[src/rtl/lsw_pkg.sv]
// Package for the lap stopwatch: mode, command and sequencer codes.
// No dependencies; the top level, the checker and the testbench import it.
package lsw_pkg;

  // Watch mode as reported on the status channel.
  typedef enum logic [1:0] {
    MODE_IDLE    = 2'd0,
    MODE_RUNNING = 2'd1,
    MODE_PAUSED  = 2'd2,
    MODE_REVIEW  = 2'd3
  } mode_e;

  // Command codes; unused codes behave as a query.
  typedef enum logic [3:0] {
    OP_QUERY = 4'd0,
    OP_START = 4'd1,
    OP_PAUSE = 4'd2,
    OP_RESET = 4'd3,
    OP_LAP   = 4'd4,
    OP_ENTER = 4'd5,
    OP_EXIT  = 4'd6,
    OP_NEXT  = 4'd7,
    OP_PREV  = 4'd8
  } op_e;

  // Sequencer steps of one command.
  typedef enum logic [2:0] {
    ST_IDLE  = 3'd0,
    ST_DIFF  = 3'd1,
    ST_SUM   = 3'd2,
    ST_APPLY = 3'd3,
    ST_READ  = 3'd4,
    ST_LOAD  = 3'd5
  } state_e;

  localparam int unsigned TimeW = 32;

endpackage

[src/rtl/lsw_if.sv]
// Valid/ready channel interfaces for the lap stopwatch: command in, status out.
// Depends on nothing; widths of the lap counters follow the CNT_W parameter.
interface lsw_cmd_if;
  logic        valid;
  logic        ready;
  logic [3:0]  op;
  logic [31:0] time_ms;

  modport source (output valid, output op, output time_ms, input ready);
  modport sink   (input valid, input op, input time_ms, output ready);
endinterface

interface lsw_stat_if #(
  parameter int unsigned CNT_W = 5
);
  logic             valid;
  logic             ready;
  logic [1:0]       mode;
  logic [31:0]      watch_ms;
  logic [CNT_W-1:0] laps_stored;
  logic             lap_accepted;
  logic             view_valid;
  logic [CNT_W-1:0] view_lap_number;
  logic [31:0]      view_split_ms;
  logic [31:0]      view_lap_ms;

  modport source (output valid, output mode, output watch_ms, output laps_stored,
                  output lap_accepted, output view_valid, output view_lap_number,
                  output view_split_ms, output view_lap_ms, input ready);
  modport sink   (input valid, input mode, input watch_ms, input laps_stored,
                  input lap_accepted, input view_valid, input view_lap_number,
                  input view_split_ms, input view_lap_ms, output ready);
endinterface

[src/rtl/lsw_ram.sv]
// Generic single-port-write, single-port-read RAM with registered read data.
// No dependencies; used for the lap store.
module lsw_ram #(
  parameter int unsigned WIDTH = 32,
  parameter int unsigned DEPTH = 16,
  parameter int unsigned AW    = (DEPTH > 1) ? $clog2(DEPTH) : 1
) (
  input  logic             clk_i,
  input  logic             wr_en_i,
  input  logic [AW-1:0]    wr_addr_i,
  input  logic [WIDTH-1:0] wr_data_i,
  input  logic             rd_en_i,
  input  logic [AW-1:0]    rd_addr_i,
  output logic [WIDTH-1:0] rd_data_o
);

  logic [WIDTH-1:0] mem_q [DEPTH];
  logic [WIDTH-1:0] rd_data_q;

  // Write port and registered read port; read data holds between reads.
  always_ff @(posedge clk_i) begin
    if (wr_en_i) begin
      mem_q[wr_addr_i] <= wr_data_i;
    end
    if (rd_en_i) begin
      rd_data_q <= mem_q[rd_addr_i];
    end
  end

  assign rd_data_o = rd_data_q;

endmodule

[src/rtl/lap_stopwatch_with_review.sv]
// Lap stopwatch with lap memory and review: top level.
// Depends on lsw_pkg, lsw_if (lsw_cmd_if, lsw_stat_if) and lsw_ram.
//
//  Channel  Dir  Word contents                                     Handshake
//  cmd_i    in   op, time_ms                                       valid/ready
//  stat_o   out  mode, watch_ms, laps_stored, lap_accepted,        valid/ready
//                view_valid, view_lap_number, view_split_ms,
//                view_lap_ms
//
// A command word passes through the steps accept, time minus start stamp, plus the
// accumulated time, apply (lap duration through the same adder, store write),
// store read at the cursor and the status load; one 32-bit adder does all sums.
// cmd_i is ready only in the idle step, so a new word is taken only after the last one's load.
// A stalled status word holds; the next command waits at the load step meanwhile.
// Reset clears mode, times, lap count and cursor; the lap store is never cleared.
module lap_stopwatch_with_review #(
  parameter int unsigned MAX_LAPS = 16,
  parameter int unsigned CNT_W    = $clog2(MAX_LAPS + 1)
) (
  input  logic       clk_i,
  input  logic       rst_ni,
  lsw_cmd_if.sink    cmd_i,
  lsw_stat_if.source stat_o
);
  import lsw_pkg::*;

  localparam int unsigned IdxW   = (MAX_LAPS > 1) ? $clog2(MAX_LAPS) : 1;
  localparam logic [CNT_W-1:0] MaxCnt = CNT_W'(MAX_LAPS);
  localparam logic [CNT_W-1:0] OneCnt = CNT_W'(1);

  // Sequencer and watch state.
  state_e           state_q, state_d;
  mode_e            mode_q, mode_d;
  mode_e            before_q, before_d;
  logic [TimeW-1:0] acc_q, acc_d;
  logic [TimeW-1:0] start_q, start_d;
  logic [TimeW-1:0] split_q, split_d;
  logic [CNT_W-1:0] total_q, total_d;
  logic [IdxW-1:0]  cur_q, cur_d;
  logic             cvld_q, cvld_d;

  // Latched command and work registers.
  op_e              op_q;
  logic [TimeW-1:0] time_q;
  logic [TimeW-1:0] work_q;
  logic [TimeW-1:0] el_q, el_d;
  logic             lap_q, lap_ok;

  // Status output register.
  logic             out_vld_q;
  logic             load;

  // Shared adder/subtractor.
  logic [TimeW-1:0] alu_a, alu_b, alu_y;
  logic             alu_sub;

  // Lap store: split in the upper half, lap duration in the lower half.
  logic [2*TimeW-1:0] ram_rdata;
  logic               ram_rd_en;

  // Operand selection for the shared unit, one use per sequencer step.
  always_comb begin
    alu_a   = acc_q;
    alu_b   = work_q;
    alu_sub = 1'b0;
    case (state_q)
      ST_DIFF: begin
        alu_a   = time_q;
        alu_b   = start_q;
        alu_sub = 1'b1;
      end
      ST_SUM: begin
        alu_a   = acc_q;
        alu_b   = work_q;
        alu_sub = 1'b0;
      end
      ST_APPLY: begin
        alu_a   = work_q;
        alu_b   = split_q;
        alu_sub = 1'b1;
      end
      default: begin
        alu_a   = acc_q;
        alu_b   = work_q;
        alu_sub = 1'b0;
      end
    endcase
    alu_y = alu_a + (alu_sub ? ~alu_b : alu_b) + TimeW'(alu_sub);
  end

  // Command decode: next watch state, using work_q as the running total.
  always_comb begin
    mode_d   = mode_q;
    before_d = before_q;
    acc_d    = acc_q;
    start_d  = start_q;
    split_d  = split_q;
    total_d  = total_q;
    cur_d    = cur_q;
    cvld_d   = cvld_q;
    lap_ok   = 1'b0;
    case (op_q)
      OP_START: begin
        if (mode_q == MODE_IDLE || mode_q == MODE_PAUSED) begin
          start_d = time_q;
          mode_d  = MODE_RUNNING;
        end
      end
      OP_PAUSE: begin
        if (mode_q == MODE_RUNNING) begin
          acc_d  = work_q;
          mode_d = MODE_PAUSED;
        end
      end
      OP_RESET: begin
        mode_d   = MODE_IDLE;
        before_d = MODE_IDLE;
        acc_d    = '0;
        start_d  = '0;
        split_d  = '0;
        total_d  = '0;
        cur_d    = '0;
        cvld_d   = 1'b0;
      end
      OP_LAP: begin
        if (mode_q == MODE_RUNNING && total_q < MaxCnt) begin
          lap_ok  = 1'b1;
          split_d = work_q;
          total_d = total_q + OneCnt;
        end
      end
      OP_ENTER: begin
        if (total_q != '0 && mode_q != MODE_REVIEW) begin
          before_d = mode_q;
          mode_d   = MODE_REVIEW;
          cur_d    = IdxW'(total_q - OneCnt);
          cvld_d   = 1'b1;
        end
      end
      OP_EXIT: begin
        if (mode_q == MODE_REVIEW) begin
          mode_d = before_q;
        end
      end
      OP_NEXT: begin
        if (mode_q == MODE_REVIEW && (CNT_W'(cur_q) + OneCnt) < total_q) begin
          cur_d = cur_q + IdxW'(1);
        end
      end
      OP_PREV: begin
        if (mode_q == MODE_REVIEW && cur_q != '0) begin
          cur_d = cur_q - IdxW'(1);
        end
      end
      default: begin
        mode_d = mode_q;
      end
    endcase

    // Elapsed time after the command; a fresh start shows the accumulated time.
    if (mode_d == MODE_RUNNING) begin
      el_d = (op_q == OP_START && mode_q != MODE_RUNNING) ? acc_q : work_q;
    end else begin
      el_d = acc_d;
    end
  end

  // Sequencer: next step and handshake controls.
  always_comb begin
    state_d     = state_q;
    cmd_i.ready = 1'b0;
    ram_rd_en   = 1'b0;
    load        = 1'b0;
    case (state_q)
      ST_IDLE: begin
        cmd_i.ready = 1'b1;
        if (cmd_i.valid) begin
          state_d = ST_DIFF;
        end
      end
      ST_DIFF:  state_d = ST_SUM;
      ST_SUM:   state_d = ST_APPLY;
      ST_APPLY: state_d = ST_READ;
      ST_READ: begin
        ram_rd_en = cvld_q;
        state_d   = ST_LOAD;
      end
      ST_LOAD: begin
        if (!out_vld_q || stat_o.ready) begin
          load    = 1'b1;
          state_d = ST_IDLE;
        end
      end
      default: state_d = ST_IDLE;
    endcase
  end

  // Control registers.
  always_ff @(posedge clk_i or negedge rst_ni) begin
    if (!rst_ni) begin
      state_q   <= ST_IDLE;
      mode_q    <= MODE_IDLE;
      before_q  <= MODE_IDLE;
      acc_q     <= '0;
      start_q   <= '0;
      split_q   <= '0;
      total_q   <= '0;
      cur_q     <= '0;
      cvld_q    <= 1'b0;
      out_vld_q <= 1'b0;
    end else begin
      state_q <= state_d;
      if (state_q == ST_APPLY) begin
        mode_q   <= mode_d;
        before_q <= before_d;
        acc_q    <= acc_d;
        start_q  <= start_d;
        split_q  <= split_d;
        total_q  <= total_d;
        cur_q    <= cur_d;
        cvld_q   <= cvld_d;
      end
      if (load) begin
        out_vld_q <= 1'b1;
      end else if (stat_o.ready) begin
        out_vld_q <= 1'b0;
      end
    end
  end

  // Payload registers: latched command, adder result, status word.
  always_ff @(posedge clk_i) begin
    if (state_q == ST_IDLE && cmd_i.valid) begin
      op_q   <= op_e'(cmd_i.op);
      time_q <= cmd_i.time_ms;
    end
    if (state_q == ST_DIFF || state_q == ST_SUM) begin
      work_q <= alu_y;
    end
    if (state_q == ST_APPLY) begin
      el_q  <= el_d;
      lap_q <= lap_ok;
    end
    if (load) begin
      stat_o.mode            <= mode_q;
      stat_o.watch_ms        <= el_q;
      stat_o.laps_stored     <= total_q;
      stat_o.lap_accepted    <= lap_q;
      stat_o.view_valid      <= cvld_q;
      stat_o.view_lap_number <= cvld_q ? (CNT_W'(cur_q) + OneCnt) : '0;
      stat_o.view_split_ms   <= cvld_q ? ram_rdata[2*TimeW-1:TimeW] : '0;
      stat_o.view_lap_ms     <= cvld_q ? ram_rdata[TimeW-1:0] : '0;
    end
  end

  assign stat_o.valid = out_vld_q;

  // Lap store; written with the split and lap duration on an accepted lap.
  lsw_ram #(
    .WIDTH (2 * TimeW),
    .DEPTH (MAX_LAPS),
    .AW    (IdxW)
  ) u_store (
    .clk_i     (clk_i),
    .wr_en_i   (state_q == ST_APPLY && lap_ok),
    .wr_addr_i (IdxW'(total_q)),
    .wr_data_i ({work_q, alu_y}),
    .rd_en_i   (ram_rd_en),
    .rd_addr_i (cur_q),
    .rd_data_o (ram_rdata)
  );

endmodule

[src/flat_wrapper.sv]
// flat-port wrapper written by rule: the top's interface ports become plain ports
module lap_stopwatch_with_review_flat import lsw_pkg::*;
#(
  parameter int unsigned MAX_LAPS = 16,
  parameter int unsigned CNT_W    = $clog2(MAX_LAPS + 1)
)
  (clk_i, rst_ni, cmd_i_valid, cmd_i_op, cmd_i_time_ms, cmd_i_ready, stat_o_valid, stat_o_mode, stat_o_watch_ms, stat_o_laps_stored, stat_o_lap_accepted, stat_o_view_valid, stat_o_view_lap_number, stat_o_view_split_ms, stat_o_view_lap_ms, stat_o_ready);
  lsw_cmd_if cmd_i_i ();
  lsw_stat_if #(.CNT_W(CNT_W)) stat_o_i ();
  input  logic clk_i;
  input  logic rst_ni;
  input wire logic [$bits(cmd_i_i.valid)-1:0] cmd_i_valid;
  input wire logic [$bits(cmd_i_i.op)-1:0] cmd_i_op;
  input wire logic [$bits(cmd_i_i.time_ms)-1:0] cmd_i_time_ms;
  output wire logic [$bits(cmd_i_i.ready)-1:0] cmd_i_ready;
  output wire logic [$bits(stat_o_i.valid)-1:0] stat_o_valid;
  output wire logic [$bits(stat_o_i.mode)-1:0] stat_o_mode;
  output wire logic [$bits(stat_o_i.watch_ms)-1:0] stat_o_watch_ms;
  output wire logic [$bits(stat_o_i.laps_stored)-1:0] stat_o_laps_stored;
  output wire logic [$bits(stat_o_i.lap_accepted)-1:0] stat_o_lap_accepted;
  output wire logic [$bits(stat_o_i.view_valid)-1:0] stat_o_view_valid;
  output wire logic [$bits(stat_o_i.view_lap_number)-1:0] stat_o_view_lap_number;
  output wire logic [$bits(stat_o_i.view_split_ms)-1:0] stat_o_view_split_ms;
  output wire logic [$bits(stat_o_i.view_lap_ms)-1:0] stat_o_view_lap_ms;
  input wire logic [$bits(stat_o_i.ready)-1:0] stat_o_ready;
  assign cmd_i_i.valid = cmd_i_valid;
  assign cmd_i_i.op = cmd_i_op;
  assign cmd_i_i.time_ms = cmd_i_time_ms;
  assign cmd_i_ready = cmd_i_i.ready;
  assign stat_o_valid = stat_o_i.valid;
  assign stat_o_mode = stat_o_i.mode;
  assign stat_o_watch_ms = stat_o_i.watch_ms;
  assign stat_o_laps_stored = stat_o_i.laps_stored;
  assign stat_o_lap_accepted = stat_o_i.lap_accepted;
  assign stat_o_view_valid = stat_o_i.view_valid;
  assign stat_o_view_lap_number = stat_o_i.view_lap_number;
  assign stat_o_view_split_ms = stat_o_i.view_split_ms;
  assign stat_o_view_lap_ms = stat_o_i.view_lap_ms;
  assign stat_o_i.ready = stat_o_ready;
  lap_stopwatch_with_review #(.MAX_LAPS(MAX_LAPS), .CNT_W(CNT_W)) u_core (.clk_i(clk_i), .rst_ni(rst_ni), .cmd_i(cmd_i_i), .stat_o(stat_o_i));
endmodule
[config.mk]
export PLATFORM = sky130hd
export DESIGN_NAME = lap_stopwatch_with_review_flat
export DESIGN_NICKNAME = d
export VERILOG_FILES = /design/src/rtl/lsw_pkg.sv /design/src/rtl/lsw_if.sv /design/src/rtl/lsw_ram.sv /design/src/rtl/lap_stopwatch_with_review.sv /design/src/flat_wrapper.sv
export SDC_FILE = /design/constraint.sdc
export NUM_CORES = 2
export LEC_CHECK = 0
export BUFFER_PORTS_ARGS = -buffer_cell sky130_fd_sc_hd__buf_2
export CORE_ASPECT_RATIO = 1.5
export CORE_MARGIN = 2
export CORE_UTILIZATION = 50
export DETAILED_ROUTE_END_ITERATION = 7
export GPL_TIMING_DRIVEN = 0
export PLACE_DENSITY = 0.74
export SLEW_MARGIN = 20
export SYNTH_ARGS = -nofsm -noshare
export SYNTH_HDL_FRONTEND = slang
export SYNTH_HIERARCHICAL = 1
export SYNTH_SLANG_ARGS = --single-unit
[constraint.sdc]
create_clock -name clk_i -period 20 [get_ports clk_i]
set_input_delay 1 -clock clk_i [delete_from_list [all_inputs] [get_ports clk_i]]
set_output_delay 1 -clock clk_i [all_outputs]
set_load 0.005 [all_outputs]
# Yosys cells after proc, flatten, opt, wreduce, memory -nomap -nowiden
# Memories as Yosys holds them, arrays and structs flattened. A register that Yosys moved wholly into a read port is not among the register bits.
# Index checks and enable logic that the tools add are counted.
[word_totals]
ff_bits = 325
in_bits = 40
memories = 1
out_inout_bits = 112
ram_bits = 1024
[mem_list]
columns = ["name", "depth", "word_bits", "rd", "rd_ports_with_merged_regs", "wr", "line", "rtl"]
rows = [
  ["u_core.u_store.mem_q", 16, 64, 1, 1, 1, "lsw_ram.sv:17", "logic [WIDTH-1:0] mem_q [DEPTH];"],
]
[op_classes]
bitwise = 1
eq_ne = 26
n_lt_le_gt_ge = 2
muxes = 40
reduce_logical = 26
n_addsub = 7
[op_table]
columns = ["op", "count"]
rows = [
  ["32-bit case mux with 2 select lines", 5],
  ["32-bit 2-to-1 mux", 6],
  ["32-bit by 1-bit adder with 32-bit output", 1],
  ["32-bit adder", 1],
  ["32-bit NOT", 1],
  ["3-bit case mux with 6 select lines", 1],
  ["4-bit by 3-bit equality test with 1-bit output (second input constant)", 4],
  ["4-bit case mux with 4 select lines", 1],
  ["2-bit by 1-bit != test with 1-bit output (second input constant)", 7],
  ["1-bit 2-to-1 mux", 12],
  ["4-bit 2-to-1 mux", 3],
  ["2-bit 2-to-1 mux", 5],
  ["2-bit case mux with 5 select lines", 1],
  ["5-bit case mux with 2 select lines", 1],
  ["3-bit AND reduction", 3],
  ["4-bit by 2-bit equality test with 1-bit output (second input constant)", 2],
  ["2-bit nonzero test", 4],
  ["4-bit nonzero test", 2],
  ["4-bit by 1-bit subtractor with 4-bit output (second input constant)", 2],
  ["1-bit logical AND", 7],
  ["3-bit by 2-bit equality test with 1-bit output (second input constant)", 2],
  ["3-bit equality test (second input constant)", 2],
  ["3-bit 2-to-1 mux", 2],
  ["4-bit by 1-bit adder with 5-bit output (second input constant)", 1],
  ["other kinds (21)", 26],
]

# Depth between registers and ports, before layout
[logic_depth]
depth_word = 7
ltp_mapped = 17
depth_no_buf = 12

# Modules after synthesis
# The synthesis kept the hierarchy.
[modules_own_cells]
columns = ["module", "seq_area_each_um2", "n_inst", "area_each_um2", "cells_each"]
rows = [
  ["lsw_ram", 32671.3, 1, 40222.3, 1647],
  ["lap_stopwatch_with_review", 9188.8, 1, 15026.9, 1209],
]

# Worst setup path before layout
# No wires, ideal clock.
[synth_timing]
kind = "flip-flop to flip-flop"
start = "register u_core.state_q[2]"
end = "memory u_core/u_store/mem_q[0][0] in the netlist's numbering, enable pin"
stages_incl_launch_ff = 9
slack_ps = 12406
required_ps = 19435
setup_ps = 565
arrival_ps = 7029
path_cell_list = "dfrtp_1 > buf_2 > nor2b_1 > nand2_1 > inv_1 > and2_1 > clkbuf_1 > or3b_2 > nor3_1"
[synth_via]
elab_chain_cells = 4
[synth_lines]
columns = ["element", "line", "rtl"]
rows = [
  ["start: declaration", "lap_stopwatch_with_review.sv:32", "state_e state_q, state_d;"],
  ["start signal: assignment", "lap_stopwatch_with_review.sv:212", "state_q <= state_d;"],
  ["3-bit by 2-bit equality test with 1-bit output", "lap_stopwatch_with_review.sv:265", ".wr_en_i (state_q == ST_APPLY && lap_ok),"],
  ["1-bit logical AND", "lap_stopwatch_with_review.sv:265", ""],
  ["1-bit 2-to-1 mux", "lsw_ram.sv:22", "if (wr_en_i) begin"],
  ["1-bit 2-to-1 mux (not written as such)", "lsw_ram.sv:23", "mem_q[wr_addr_i] <= wr_data_i;"],
  ["end: declaration", "lsw_ram.sv:17", ""],
]
# Every way passes these cells.

# Worst setup path in the final report
[layout_timing]
start = "register u_core.state_q[0]"
end = "memory u_core/u_store/mem_q[12][29] in the netlist's numbering, data pin"
[layout_via]
elab_chain_cells = 6
elab_cells_between_ends = 10
classes_between = "2 x add/sub; 2 x eq/ne; 4 x mux; 1 x bitwise; 1 x reduce/logical"
[layout_lines]
columns = ["element", "line", "rtl"]
rows = [
  ["3-bit by 2-bit equality test with 1-bit output or 3-bit by 1-bit equality test with 1-bit output (tied branches)", "lap_stopwatch_with_review.sv:66", "case (state_q)"],
  ["32-bit case mux with 2 select lines or 2-bit OR reduction (tied branches)", "-", ""],
  ["32-bit NOT or 1-bit 2-to-1 mux (tied branches)", "lap_stopwatch_with_review.sv:88, lap_stopwatch_with_review.sv:66", ""],
  ["32-bit 2-to-1 mux", "lap_stopwatch_with_review.sv:88", "alu_y = alu_a + (alu_sub ? ~alu_b : alu_b) + TimeW'(alu_sub);"],
  ["32-bit adder", "lap_stopwatch_with_review.sv:88", ""],
  ["32-bit by 1-bit adder with 32-bit output (*)", "lap_stopwatch_with_review.sv:88", ""],
  ["named net u_core.alu_y[29]", "lap_stopwatch_with_review.sv:54", "logic [TimeW-1:0] alu_a, alu_b, alu_y;"],
]
# Mark *: on every way through the listed nets, which the timed path passes. The rest lies on a longest branch.

==> results.md <==
- Slew margin rel.: 29.19%
- GR Util All Layers: 23.36%
- Area Overhead vs Synth: 15.18%
- Setup Viol. Count Final: 0
- DR pass1 iterations: 6
- Sequential fraction of the synthesis area: 75.77%
- Largest net degree at the start of global routing: 73
- Vias post-DR: 28640
- ANT nets after route: 0
- Core box area: 109800 µm²
- Layout cells sized above 1: 25.47%
- Total die area: 113200 µm²
- Synthesized instance count: 2856
- Worst Tran Pin Value: 1062 ps
- Setup CP Type: reg -> reg
- Setup Skew: 26.54 ps
- Routed len/inst: 27.26 µm
- Number of remaining DRC errors: 0
- Clock latency on the worst-skew pair: 750 ps
- Detailed Place HPWL: 89350 µm
- Worst Setup SP: u_core/state_q[0]$_DFFE_PN0P_
- Die Width: 275.4 µm
- CP arrival: 6060 ps
- Final hold vios: 0
- Largest cells by area after synthesis: edfxtp_1 71%, mux4_2 10%, dfrtp_1 5.2%, a22oi_1 1.7%, nand2_1 1.6%
- Port bufs: 151
- Cell at the root of the clock tree: clkbuf_16
- Via density: 6.001
- Total leakage power: 21.31 nW
- Yosys reg bits: 1413
- Clock Path Buffers: 3
- Final period util: 28.36%
- PD cells: 159.0 nW/µm²
- Non-filler cells, final: 4772
- Final Max Slew Viols: 0
- RSZ-0062 raised after global routing: false
- CP peak stage delay: 760 ps
- Area leader, netlist: edfxtp_1
- Asr flop ratio synth: 8.068%
- TNS Setup: 0 ps
- Routed wire length: 130100 µm
- First-pass GRT wire length: 192200 µm
- Endpoint class of the critical path: register
- Reg2reg start: u_core/state_q[0]$_DFFE_PN0P_
- Syn_area_per_cell: 19.34 µm²
- RD Place Congestion: 0.9101
- Post-CTS Setup Inserts: 0
- Peak supply drop: 0.1404 mV
- Cell with the largest stage delay on the worst path: xor2_2
- Gr ovfl total: 0
- FP Rows: 149
- DIE HEIGHT: 411.1 µm
- Yosys warns: 6
- Nets: 3306
- Reg clk slew, reported paths: 70 ps
- Initial Util: 50.32%
- Resize count post-CTS: 0
- Hold-fix buffers at CTS: 0
- Most common flop cell mapped by yosys: edfxtp_1
- Worst hold path class: in -> async
- Syn nets: 2939
- Post-Syn Area: 55250 µm²
- CTS tree: yes
- Antenna violations before repair: 2
- Boundary pin count: 152
- Synth top area share: 70.60%
- Critical path required time: 20390 ps
- Vias in the first global route: 29730
- Clk sinks: 1413
- DRT iter0 DRCs: 2837
- Worst-path cell chain: buf_4, nand2b_2, buf_6, clkbuf_1, clkbuf_1, nand2_1, o21ai_0, ha_1, and2_1, o2111ai_1, a311oi_1, a211oi_2, o41a_1, o211a_2, o31ai_2, xor2_2
- Post-layout min period: 5671 ps
- Placed cells: 4535
- Post-synth cell types: 72
- Crit-path max FO: 17
- Crit-path most repeated cell: clkbuf_1
- Max Cap Violations: 0
- Startpoint types: register
- Post-synth EDFFs: 1299
- Max Clock Freq: 176.3 MHz
- H-tree Lvls: 3
- Status: complete, no violations
- Num CTS Buffers: 120
kinds of logic (layout without fill, tap and decap cells):
family | count (synthesis) | count (layout) | synth area share (%)
DFF | 1413 | 1413 | 75.77
xor gates and xnor gates | 41 | 41 | 0.6500
buffers and inverters | 172 | 646 | 1.540
adders and majority gates | 43 | 43 | 1.001
muxes | 319 | 319 | 11.65
other | 0 | 8 | 0
AOI/OAI and AO/OA | 444 | 444 | 5.755
and+or+nand+nor | 424 | 424 | 3.637
critical path: cells and delay by family (launching register included):
kind,cells,cell delay (ps)
buffers and inverters,4,1310
xor gates and xnor gates,1,760
adders and majority gates,1,250
DFF,1,360
AOI/OAI and AO/OA,7,2170
and+or+nand+nor,3,450
placed cells by master (no fill, tap or decap), drive strengths merged, types with 7 or more instances in the layout:
cell type  netlist  layout
a21o            12      12
a21oi           33      33
a22o            97      97
a22oi          128     128
a31oi            7       7
and2            79      79
buf             75     320
bufinv           0      15
clkbuf          78     222
clkinv           0      47
clkinvlp         0       9
dfrtp          114     114
diode            0       8
edfxtp        1299    1299
ha              41      41
inv             19      33
mux2            33      33
mux2i           30      30
mux4           256     256
nand2          235     235
nand2b           7       7
nand3            7       7
nor2            46      46
nor2b            9       9
nor3            14      14
o21ai          116     116
xnor2           27      27
xor2            14      14
routing by layer:
metal	global-route usage, %	vias to the layer above	wire (µm)	part of all wire (%)
li1	-	12300	-	-
met1	28.71	14790	47250	36
met2	41.56	1297	69380	53
met3	3.058	259	8219	6.3
met4	9.543	0	5258	4.0
met5	0	-	0	0
through the flow:
| step | util [%] | worst slack, ps | cell area (µm²) | power, mW | hold slack [ps] |
|---|---|---|---|---|---|
| 6_report | 57.95 | 14330 | 63630 | 10.12 | 189.1 |
| 5_1_grt | 57.93 | 14170 | 63610 | 10.52 | 201.9 |
| 4_1_cts | 57.93 | 14420 | 63610 | 10.13 | 158.2 |
| 3_5_place_dp | 54.24 | 14470 | 59560 | 7.731 | 406.2 |
| 3_3_place_gp | 52.64 | 6415 | 57800 | 7.511 | 404.5 |
| 2_1_floorplan | - | 12410 | 55250 | 6.471 | 400.3 |
state kept, by name, summed over array words and instances, names as in the netlist, 32 cells and up:
register / count
u_core/split_q: 32
u_core/work_q: 32
u_core/time_q: 32
u_core/acc_q: 32
u_core/u_store/mem_q: 1024
u_core/start_q: 32
u_core/stat_o.view_split_ms: 32
u_core/el_q: 32
u_core/u_store/rd_data_o: 64
u_core/stat_o.view_lap_ms: 32
u_core/stat_o.watch_ms: 32
report_power, final:
| group | internal (mW) | switching, mW |
|---|---|---|
| sequential | 4.42 | 0.284 |
| combinational | 0.974 | 2.04 |
| clock | 1.33 | 1.08 |
| total | 6.72 | 3.40 |
synth_stat cells, drive strengths merged (7+ instances only):
cell / n
a21o: 12
a21oi: 33
a22o: 97
a22oi: 128
a31oi: 7
and2: 79
buf: 75
clkbuf: 78
dfrtp: 114
edfxtp: 1299
ha: 41
inv: 19
mux2: 33
mux2i: 30
mux4: 256
nand2: 235
nand2b: 7
nand3: 7
nor2: 46
nor2b: 9
nor3: 14
o21ai: 116
xnor2: 27
xor2: 14
final cells by class:
cell class              count  area (µm²)
clock buffers             144        3144
plain buffers             153       777.0
clock inverters            85       908.4
well taps                1434        1794
inverters                  19       73.82
flip-flops and latches   1413       41860
multi-input cells        1271       12890
repair buffers            245        2163
fillers                  7774       46170
diodes                      8       20.02
final timing paths:
path,endpoint,slack (ps),cells past startpoint
min in group clk_i,u_core/stat_o.watch_ms[23]$_DFFE_PP_,420,0
max in group asynchronous,u_core/total_q[4]$_DFFE_PN0P_,19060,2
worst min register to register,u_core/stat_o.watch_ms[23]$_DFFE_PP_,420,0
worst max-delay path,u_core/u_store/mem_q[12][29]$_DFFE_PP_,14330,16
worst max register to register,u_core/u_store/mem_q[12][29]$_DFFE_PP_,14330,16
worst min-delay path,u_core/acc_q[5]$_DFFE_PN0N_,190,1
Power figures use the tool's default switching activity.
